==> src/sv/skht_pkg.sv <==
// ----------------------------------------------------------------------------
// skht_pkg
// Shared types and constants for the sorted key / handle table.
// ----------------------------------------------------------------------------
`default_nettype none

package skht_pkg;

  localparam int CAPACITY    = 32;
  localparam int HANDLE_BITS = 32;
  localparam int MAX_RUN     = 32;
  localparam int AW          = (CAPACITY > 1) ? $clog2(CAPACITY) : 1;
  localparam int CW          = $clog2(CAPACITY + 1);
  localparam int IW          = 7;

  // opcodes
  localparam logic [2:0] OP_INSERT  = 3'd0;
  localparam logic [2:0] OP_CHECK   = 3'd1;
  localparam logic [2:0] OP_READ    = 3'd2;
  localparam logic [2:0] OP_EXTRACT = 3'd3;
  localparam logic [2:0] OP_SHIFT   = 3'd4;
  localparam logic [2:0] OP_DELETE  = 3'd5;

  // status codes
  localparam logic [1:0] ST_OK    = 2'd0;
  localparam logic [1:0] ST_FULL  = 2'd1;
  localparam logic [1:0] ST_OOB   = 2'd2;
  localparam logic [1:0] ST_BELOW = 2'd3;

  typedef struct packed {
    logic [2:0]  opcode;
    logic [31:0] key_a;
    logic [31:0] key_b;
    logic [31:0] shift_amount;
    logic [31:0] handle_in;
    logic [6:0]  cursor_in;
    logic [5:0]  entry_index;
  } in_word_t;

  typedef struct packed {
    logic [1:0]  status;
    logic        found;
    logic [6:0]  cursor_out;
    logic [31:0] key_out;
    logic [31:0] handle_out;
    logic [6:0]  entry_count;
    logic        last;
  } out_word_t;

  // store write request
  typedef struct packed {
    logic                   key_we;
    logic                   hnd_we;
    logic [AW-1:0]          addr;
    logic [31:0]            key;
    logic [HANDLE_BITS-1:0] hnd;
  } wr_req_t;

endpackage

`default_nettype wire

==> src/sv/skht_store.sv <==
// ----------------------------------------------------------------------------
// skht_store
// Generic RAM: one write port, one read port with registered read data.
// ----------------------------------------------------------------------------
`default_nettype none

module skht_store #(
  parameter int WIDTH = 32,
  parameter int DEPTH = 32
) (
  input  wire logic                     clk,
  input  wire logic                     we,
  input  wire logic [$clog2(DEPTH)-1:0] waddr,
  input  wire logic [WIDTH-1:0]         wdata,
  input  wire logic [$clog2(DEPTH)-1:0] raddr,
  output logic      [WIDTH-1:0]         rdata
);

  logic [WIDTH-1:0] mem [DEPTH];

  // write port
  always_ff @(posedge clk) begin
    if (we) mem[waddr] <= wdata;
  end

  // registered read port
  always_ff @(posedge clk) begin
    rdata <= mem[raddr];
  end

endmodule

`default_nettype wire

==> src/sv/sorted_key_handle_table_top.sv <==
// ----------------------------------------------------------------------------
// sorted_key_handle_table_top
// Ascending key table with handles, run by a sequencer over one store port.
// ----------------------------------------------------------------------------
// Store reads are registered, so each table step has an address phase and a data phase.
// Extract emits its words one per handshake, then closes the removed span.
// One word in flight: the next word is accepted only after the last result is taken.
// Synchronous active-low reset empties the table; store contents stay.
`default_nettype none

module sorted_key_handle_table_top (
  input  wire logic                clk,
  input  wire logic                rst_n,
  input  wire logic                in_valid,
  output logic                     in_ready,
  input  wire skht_pkg::in_word_t  in_data,
  output logic                     out_valid,
  input  wire logic                out_ready,
  output skht_pkg::out_word_t      out_data
);

  localparam int AW = skht_pkg::AW;
  localparam int CW = skht_pkg::CW;
  localparam int IW = skht_pkg::IW;

  localparam logic [3:0] S_IDLE    = 4'd0;
  localparam logic [3:0] S_LB      = 4'd1;
  localparam logic [3:0] S_INS     = 4'd2;
  localparam logic [3:0] S_CHECK   = 4'd3;
  localparam logic [3:0] S_SCAN_SH = 4'd4;
  localparam logic [3:0] S_APPLY   = 4'd5;
  localparam logic [3:0] S_SCAN_DL = 4'd6;
  localparam logic [3:0] S_EMIT    = 4'd7;
  localparam logic [3:0] S_EWAIT   = 4'd8;
  localparam logic [3:0] S_COMPACT = 4'd9;
  localparam logic [3:0] S_DONE    = 4'd10;
  localparam logic [3:0] S_RD      = 4'd11;

  logic [3:0]  st_r, st_nxt;
  logic [2:0]  op_r, op_nxt;
  logic [31:0] ka_r, ka_nxt, kb_r, kb_nxt, sa_r, sa_nxt;
  logic [skht_pkg::HANDLE_BITS-1:0] hin_r, hin_nxt;
  logic [IW-1:0] i_r, i_nxt, j_r, j_nxt, lo_r, lo_nxt, n_r, n_nxt;
  logic [IW-1:0] left_r, left_nxt, right_r, right_nxt;
  logic        left_v_r, left_v_nxt, right_v_r, right_v_nxt, sel_r, sel_nxt;
  logic        ph_r, ph_nxt;
  logic [CW-1:0] fill_r, fill_nxt;
  logic        out_valid_r, out_valid_nxt;
  skht_pkg::out_word_t out_r, out_nxt;

  skht_pkg::wr_req_t wr;
  logic [IW-1:0] rd_idx;
  logic [31:0]   rd_key;
  logic [skht_pkg::HANDLE_BITS-1:0] rd_hnd;

  logic [IW-1:0] fill_w;
  logic [IW-1:0] span;
  logic [31:0]   lb_key;
  logic          in_fire, out_fire, lt_delta;

  assign in_ready  = (st_r == S_IDLE) && !out_valid_r;
  assign in_fire   = in_valid && in_ready;
  assign out_valid = out_valid_r;
  assign out_fire  = out_valid_r && out_ready;
  assign out_data  = out_r;
  assign fill_w    = IW'(fill_r);
  assign lb_key    = sel_r ? kb_r : ka_r;
  assign lt_delta  = $signed({1'b0, rd_key}) < $signed({sa_r[31], sa_r});

  skht_store #(.WIDTH(32), .DEPTH(skht_pkg::CAPACITY)) u_key_store (
    .clk   (clk),
    .we    (wr.key_we),
    .waddr (wr.addr),
    .wdata (wr.key),
    .raddr (rd_idx[AW-1:0]),
    .rdata (rd_key)
  );

  skht_store #(.WIDTH(skht_pkg::HANDLE_BITS), .DEPTH(skht_pkg::CAPACITY)) u_hnd_store (
    .clk   (clk),
    .we    (wr.hnd_we),
    .waddr (wr.addr),
    .wdata (wr.hnd),
    .raddr (rd_idx[AW-1:0]),
    .rdata (rd_hnd)
  );

  // read address select
  always_comb begin
    unique case (st_r)
      S_IDLE:    rd_idx = IW'(in_data.entry_index);
      S_INS:     rd_idx = j_r - IW'(1);
      S_EMIT:    rd_idx = lo_r + j_r;
      S_COMPACT: rd_idx = i_r + n_r;
      default:   rd_idx = i_r;
    endcase
  end

  // sequencer, read states present the address and use the registered data in the next cycle
  always_comb begin
    st_nxt        = st_r;
    op_nxt        = op_r;
    ka_nxt        = ka_r;
    kb_nxt        = kb_r;
    sa_nxt        = sa_r;
    hin_nxt       = hin_r;
    i_nxt         = i_r;
    j_nxt         = j_r;
    lo_nxt        = lo_r;
    n_nxt         = n_r;
    left_nxt      = left_r;
    right_nxt     = right_r;
    left_v_nxt    = left_v_r;
    right_v_nxt   = right_v_r;
    sel_nxt       = sel_r;
    ph_nxt        = ph_r;
    fill_nxt      = fill_r;
    out_valid_nxt = out_valid_r;
    out_nxt       = out_r;
    span          = '0;
    wr            = '0;
    wr.addr       = i_r[AW-1:0];
    wr.key        = rd_key;
    wr.hnd        = rd_hnd;

    if (out_fire) out_valid_nxt = 1'b0;

    unique case (st_r)
      S_IDLE: begin
        if (in_fire) begin
          op_nxt      = in_data.opcode;
          ka_nxt      = in_data.key_a;
          kb_nxt      = in_data.key_b;
          sa_nxt      = in_data.shift_amount;
          hin_nxt     = in_data.handle_in[skht_pkg::HANDLE_BITS-1:0];
          i_nxt       = '0;
          sel_nxt     = 1'b0;
          ph_nxt      = 1'b0;
          left_v_nxt  = 1'b0;
          right_v_nxt = 1'b0;
          out_nxt     = '0;
          out_nxt.last        = 1'b1;
          out_nxt.entry_count = fill_w;
          unique case (in_data.opcode)
            skht_pkg::OP_INSERT: begin
              if (fill_w >= IW'(skht_pkg::CAPACITY)) begin
                out_nxt.status = skht_pkg::ST_FULL;
                out_valid_nxt  = 1'b1;
                st_nxt         = S_DONE;
              end else begin
                st_nxt = S_LB;
              end
            end
            skht_pkg::OP_CHECK: begin
              i_nxt = in_data.cursor_in;
              if (in_data.cursor_in < fill_w) begin
                st_nxt = S_CHECK;
              end else begin
                out_nxt.cursor_out = in_data.cursor_in;
                out_valid_nxt      = 1'b1;
                st_nxt             = S_DONE;
              end
            end
            skht_pkg::OP_READ: begin
              if (IW'(in_data.entry_index) >= fill_w) begin
                out_nxt.status = skht_pkg::ST_OOB;
                out_valid_nxt  = 1'b1;
                st_nxt         = S_DONE;
              end else begin
                st_nxt = S_RD;
              end
            end
            skht_pkg::OP_EXTRACT: st_nxt = S_LB;
            skht_pkg::OP_SHIFT:   st_nxt = S_SCAN_SH;
            skht_pkg::OP_DELETE:  st_nxt = S_SCAN_DL;
            default: begin
              out_valid_nxt = 1'b1;
              st_nxt        = S_DONE;
            end
          endcase
        end
      end

      // handle read, address was taken at acceptance
      S_RD: begin
        out_nxt.handle_out = 32'(rd_hnd);
        out_valid_nxt      = 1'b1;
        st_nxt             = S_DONE;
      end

      // lower-bound walk
      S_LB: begin
        if (!ph_r) begin
          ph_nxt = 1'b1;
        end else begin
          ph_nxt = 1'b0;
          if (i_r < fill_w && rd_key < lb_key) begin
            i_nxt = i_r + IW'(1);
          end else if (op_r == skht_pkg::OP_INSERT) begin
            lo_nxt = i_r;
            j_nxt  = fill_w;
            st_nxt = S_INS;
          end else if (!sel_r) begin
            lo_nxt  = i_r;
            i_nxt   = '0;
            sel_nxt = 1'b1;
          end else begin
            span = (i_r > lo_r) ? i_r - lo_r : '0;
            if (span > IW'(skht_pkg::MAX_RUN)) span = IW'(skht_pkg::MAX_RUN);
            n_nxt = span;
            j_nxt = '0;
            if (span == '0) begin
              out_valid_nxt = 1'b1;
              st_nxt        = S_DONE;
            end else begin
              st_nxt = S_EMIT;
            end
          end
        end
      end

      // open a gap at the insert position
      S_INS: begin
        if (!ph_r) begin
          ph_nxt = 1'b1;
        end else begin
          ph_nxt    = 1'b0;
          wr.key_we = 1'b1;
          wr.hnd_we = 1'b1;
          if (j_r > lo_r) begin
            wr.addr = j_r[AW-1:0];
            j_nxt   = j_r - IW'(1);
          end else begin
            wr.addr  = lo_r[AW-1:0];
            wr.key   = ka_r;
            wr.hnd   = hin_r;
            fill_nxt = fill_r + CW'(1);
            out_nxt.entry_count = fill_w + IW'(1);
            out_valid_nxt = 1'b1;
            st_nxt        = S_DONE;
          end
        end
      end

      // cursor walk
      S_CHECK: begin
        if (!ph_r) begin
          ph_nxt = 1'b1;
        end else begin
          ph_nxt = 1'b0;
          if (i_r < fill_w && rd_key < ka_r) begin
            i_nxt = i_r + IW'(1);
          end else begin
            out_nxt.found      = (i_r < fill_w) && (rd_key == ka_r);
            out_nxt.cursor_out = i_r;
            out_valid_nxt      = 1'b1;
            st_nxt             = S_DONE;
          end
        end
      end

      // check no affected key falls below the amount
      S_SCAN_SH: begin
        if (!ph_r) begin
          ph_nxt = 1'b1;
        end else begin
          ph_nxt = 1'b0;
          if (i_r < fill_w) begin
            if (rd_key >= ka_r && lt_delta) begin
              out_nxt.status = skht_pkg::ST_BELOW;
              out_valid_nxt  = 1'b1;
              st_nxt         = S_DONE;
            end else begin
              i_nxt = i_r + IW'(1);
            end
          end else begin
            i_nxt  = '0;
            st_nxt = S_APPLY;
          end
        end
      end

      S_APPLY: begin
        if (!ph_r) begin
          ph_nxt = 1'b1;
        end else begin
          ph_nxt = 1'b0;
          if (i_r < fill_w) begin
            wr.key_we = rd_key >= ka_r;
            wr.key    = rd_key - sa_r;
            i_nxt     = i_r + IW'(1);
          end else begin
            out_valid_nxt = 1'b1;
            st_nxt        = S_DONE;
          end
        end
      end

      // find delete bounds
      S_SCAN_DL: begin
        if (!ph_r) begin
          ph_nxt = 1'b1;
        end else begin
          ph_nxt = 1'b0;
          if (i_r < fill_w) begin
            if (rd_key >= ka_r && !left_v_r) begin
              left_nxt   = i_r;
              left_v_nxt = 1'b1;
            end
            if (rd_key <= kb_r) begin
              right_nxt   = i_r;
              right_v_nxt = 1'b1;
            end
            i_nxt = i_r + IW'(1);
          end else if (left_v_r && right_v_r && right_r >= left_r) begin
            lo_nxt = left_r;
            i_nxt  = left_r;
            n_nxt  = right_r - left_r + IW'(1);
            st_nxt = S_COMPACT;
          end else begin
            out_valid_nxt = 1'b1;
            st_nxt        = S_DONE;
          end
        end
      end

      // extracted words, one per handshake
      S_EMIT: begin
        if (!ph_r) begin
          ph_nxt = 1'b1;
        end else begin
          ph_nxt              = 1'b0;
          out_nxt             = '0;
          out_nxt.key_out     = rd_key;
          out_nxt.handle_out  = 32'(rd_hnd);
          out_nxt.entry_count = fill_w - n_r;
          out_nxt.last        = (j_r + IW'(1)) == n_r;
          out_valid_nxt       = 1'b1;
          st_nxt              = S_EWAIT;
        end
      end

      S_EWAIT: begin
        if (out_fire) begin
          if ((j_r + IW'(1)) == n_r) begin
            i_nxt  = lo_r;
            st_nxt = S_COMPACT;
          end else begin
            j_nxt  = j_r + IW'(1);
            st_nxt = S_EMIT;
          end
        end
      end

      // close the removed span
      S_COMPACT: begin
        if (!ph_r) begin
          ph_nxt = 1'b1;
        end else begin
          ph_nxt = 1'b0;
          if ((i_r + n_r) < fill_w) begin
            wr.key_we = 1'b1;
            wr.hnd_we = 1'b1;
            i_nxt     = i_r + IW'(1);
          end else begin
            fill_nxt = fill_r - n_r[CW-1:0];
            if (op_r == skht_pkg::OP_DELETE) begin
              out_nxt.entry_count = fill_w - n_r;
              out_valid_nxt       = 1'b1;
              st_nxt              = S_DONE;
            end else begin
              st_nxt = S_IDLE;
            end
          end
        end
      end

      S_DONE: begin
        if (out_fire) st_nxt = S_IDLE;
      end

      default: st_nxt = S_IDLE;
    endcase
  end

  // control registers
  always_ff @(posedge clk) begin
    if (!rst_n) begin
      st_r        <= S_IDLE;
      fill_r      <= '0;
      out_valid_r <= 1'b0;
    end else begin
      st_r        <= st_nxt;
      fill_r      <= fill_nxt;
      out_valid_r <= out_valid_nxt;
    end
  end

  // working registers
  always_ff @(posedge clk) begin
    op_r      <= op_nxt;
    ka_r      <= ka_nxt;
    kb_r      <= kb_nxt;
    sa_r      <= sa_nxt;
    hin_r     <= hin_nxt;
    i_r       <= i_nxt;
    j_r       <= j_nxt;
    lo_r      <= lo_nxt;
    n_r       <= n_nxt;
    left_r    <= left_nxt;
    right_r   <= right_nxt;
    left_v_r  <= left_v_nxt;
    right_v_r <= right_v_nxt;
    sel_r     <= sel_nxt;
    ph_r      <= ph_nxt;
    out_r     <= out_nxt;
  end

  // checks
  a_fill_cap: assert property (@(posedge clk) disable iff (!rst_n)
    fill_w <= IW'(skht_pkg::CAPACITY))
    else $error("fill count above capacity");

  a_fill_idle: assert property (@(posedge clk) disable iff (!rst_n)
    (st_r == S_IDLE) |=> $stable(fill_r))
    else $error("fill count moved while idle");

  a_no_store_idle: assert property (@(posedge clk) disable iff (!rst_n)
    (st_r == S_IDLE || st_r == S_DONE) |-> !(wr.key_we || wr.hnd_we))
    else $error("store written outside an operation");

endmodule

`default_nettype wire
==> config.mk <==
export PLATFORM = sky130hd
export DESIGN_NAME = sorted_key_handle_table_top
export DESIGN_NICKNAME = d
export VERILOG_FILES = /design/src/sv/skht_pkg.sv /design/src/sv/skht_store.sv /design/src/sv/sorted_key_handle_table_top.sv
export SDC_FILE = /design/constraint.sdc
export NUM_CORES = 2
export LEC_CHECK = 0
export ABC_AREA = 1
export BUFFER_PORTS_ARGS = -buffer_cell sky130_fd_sc_hd__buf_4
export CAP_MARGIN = 5
export CORE_ASPECT_RATIO = 1.5
export CORE_MARGIN = 4
export CORE_UTILIZATION = 55
export CTS_CLUSTER_DIAMETER = 40
export CTS_CLUSTER_SIZE = 16
export DETAILED_ROUTE_END_ITERATION = 10
export PLACE_DENSITY_LB_ADDON = 0.12
export SLEW_MARGIN = 0
export SYNTH_ARGS = -nofsm -noshare
export SYNTH_HDL_FRONTEND = slang
export SYNTH_SLANG_ARGS = --single-unit
==> constraint.sdc <==
create_clock -name clk -period 32.8 [get_ports clk]
set_clock_uncertainty 0.05 [all_clocks]
set_input_delay 4.92 -clock clk [delete_from_list [all_inputs] [get_ports clk]]
set_output_delay 4.92 -clock clk [all_outputs]
set_load 0.01 [all_outputs]
==> key figures <==
Synth
  – Sequential element share of the synthesized area: approximately 69%
  – Post-synthesis cell count: 9,097
  – Synth top area share: between 60% and 70%
  – Synth top cells by count: nand2_1, edfxtp_1, nand3_1
  – Area contributors post-synth: edfxtp_1, nand3_1, nand2_1, ha_1, buf_2
  – Avg Cell Area, Syn: roughly 11 um^2
  – Main synth FF type: edfxtp_1
  – Synth area leader: edfxtp_1
  – Yosys cell types: between 50 and 60
  – Synthesized flop and latch total: 2,382
  – Synth Net Count: 9,456
  – Synth Cell Area: 103,000 um^2
  – Yosys Warn Count: 0
  – Most frequent cell after synthesis: nand2_1
  – Post-synth EDFFs: 2,307
  – Async S/R FF share, synth: 0%

Placement
  – Dpl hpwl: between 150 and 200 mm
  – Port Buf Inserts: 231
  – DP Cell Count: 11,400
  – GP Congestion: 0.931

STA
  – Final hold vios: 0
  – Fmax: 109 MHz
  – Final setup fails: 0
  – Worst slew margin: 6.83%
  – Tmin final: approximately 9 ns
  – TNS Setup: 0 ns
  – Final slew viol count: 0
  – RSZ-0062 raised after global routing: false
  – Fin crit share: between 20% and 30%
  – Slew @ Worst Pin: 1.40 ns

Floorplan
  – Number of cell rows: just under 200
  – Core area: 185,000 um^2
  – I/O pins: 232
  – Die X: 361 um
  – Die Y: 537 um
  – Initial core utilization: roughly 55%
  – Die Area: approximately 190,000 um^2

Route
  – Via count: between 70,000 and 80,000
  – Total Wirelength: ~300 mm
  – Iteration-0 DRC count of the detailed router: 7,835
  – # DRC: 0
  – 1st-pass router iterations: 6
  – WL per Instance: 25.4 um
  – Vias/cell: 6.05
  – Routed Antenna Nets: 0

Hold path
  – HP Class: register to register

GRT
  – Antenna violations before repair: 5
  – Vias in the first global route: 68,900
  – Global-route wire length before repair: around 440 mm
  – Total GRT Usage: between 30% and 40%
  – Largest net degree at the start of global routing: 227
  – Gr ovfl total: 0

Clock tree
  – TritonCTS clock tree: built
  – CTS H-tree depth: 4
  – Post-CTS resize count: 0
  – CTS Hold Bufs: 0
  – Clk sinks: 2,382
  – Worst-Skew Late Latency: approximately 0.9 ns
  – Setup Buffers After CTS: 0
  – Root buf cell: clkbuf_16
  – CTS Buf Count: 223
  – Clk slew on worst S/H paths: 0.06 ns
  – Clock Tree Buf Depth: 4

Finish
  – Layout Nets: 9,563
  – Syn-to-layout area delta: 11.5%
  – Final Util: 61.8%
  – FILL cells: approximately 15,000
  – Layout cells sized above 1: 9.64%
  – Non-Filler Instances: 11,800

Run
  – Max Cap Viol: 0

Worst setup path
  – Worst Path Required: 33.53 ns
  – Kind of critical path: primary input to register
  – CP Max Fanout: around 230
  – Critical path arrival: ~10 ns
  – CP Launch Type: primary input
  – Crit. End Element: register

Outcome
  – Status: complete, no violations
metal layers:
layer,GRT usage (%),up-vias,part of all wire [%]
li1,-,32300,-
met1,38.7,34900,37
met2,51.7,3567,49
met3,3.66,775,8.2
met4,14.3,0,5.1
met5,0,-,0
sequential cells by signal, indices dropped and copies added, names as in the netlist, 3 cells and up:
register           count
u_key_store.rdata     32
lo_r                   7
kb_r                  32
u_hnd_store.rdata     32
fill_r                 6
ka_r                  32
sa_r                  32
hin_r                 32
out_data              82
n_r                    7
j_r                    7
st_r                   4
left_r                 7
u_key_store.mem     1024
op_r                   3
u_hnd_store.mem     1024
right_r                7
i_r                    7
area by class of cell:
| class | count | area, um^2 | share of cell area [%] |
|---|---|---|---|
| Inverter | 420 | 1610 | 1.41 |
| Clock buffer | 275 | 5930 | 5.19 |
| Sequential cell | 2382 | 70800 | 61.9 |
| Timing Repair Buffer | 382 | 2980 | 2.61 |
| Tap cell | 2437 | 3050 | 2.67 |
| Clock inverter | 124 | 1430 | 1.25 |
| Antenna cell | 1 | 2.50 | 0.00219 |
| Multi-Input combinational cell | 5795 | 28500 | 25.0 |
critical path: stages:
cell and delay, ns:
buf_4 0.11, inv_1 0.09, o22ai_1 0.09, nor2_1 0.54, nand2_8 0.49, inv_8 0.85
buf_12 0.74, buf_4 0.97, nand2_1 0.16, nand3_1 0.15, nand3_1 0.09, nand3_1 0.12
nand3_1 0.11, nand2_1 0.11
per-stage QoR:
step	setup slack, ns	area, um^2	hold WS [ns]
4_1_cts	23.76	114000	0.486
5_1_grt	23.30	114000	0.531
6_report	23.59	114000	0.491
3_3_place_gp	22.89	107000	0.469
3_5_place_dp	22.84	107000	0.475
2_1_floorplan	15.34	103000	0.421
logic make-up (layout without fill, tap and decap cells):
| family | count (synthesis) | count (layout) | share of synthesized area, % |
|---|---|---|---|
| AND/OR/NAND/NOR | 4931 | 4931 | 20.7 |
| flip-flops | 2382 | 2382 | 69.0 |
| buffers and inverters | 920 | 1201 | 3.83 |
| AO/OA/AOI/OAI | 610 | 610 | 3.41 |
| adder cells (fa/ha/maj) | 211 | 211 | 2.64 |
| XOR/XNOR | 43 | 43 | 0.367 |
| other | 0 | 1 | 0 |
placed cells by master, fill, tap and decap left out, types with 16 or more instances in the layout:
cell,instances
xor2_1,27
clkbuf_16,225
dfxtp_1,75
inv_1,410
bufinv_16,16
inv_6,25
inv_8,17
a21oi_1,182
nor2_1,319
xnor2_1,16
ha_1,202
clkinv_2,16
buf_4,372
o211ai_1,74
nand4_1,35
edfxtp_1,2307
or2_2,41
clkbuf_1,39
nand2_1,2510
o21ai_0,231
a21oi_2,25
nor2_4,42
nor3_1,30
nand3_1,1902
clkinvlp_4,17
nor3_2,29
final timing paths:
check / startpoint / endpoint / slack [ns] / cells after the start
setup / recovery: in_data[0] / u_key_store.rdata[18] / 23.59 / 14
hold / removal: st_r[2] / st_r[2] / 0.49 / 2
setup reg to reg: j_r[0] / u_key_store.rdata[1] / 26.37 / 15
hold reg to reg: st_r[2] / st_r[2] / 0.49 / 2
Power is not shown: default switching activity piles up to over one toggle a cycle in this logic, so the estimate is an artifact.
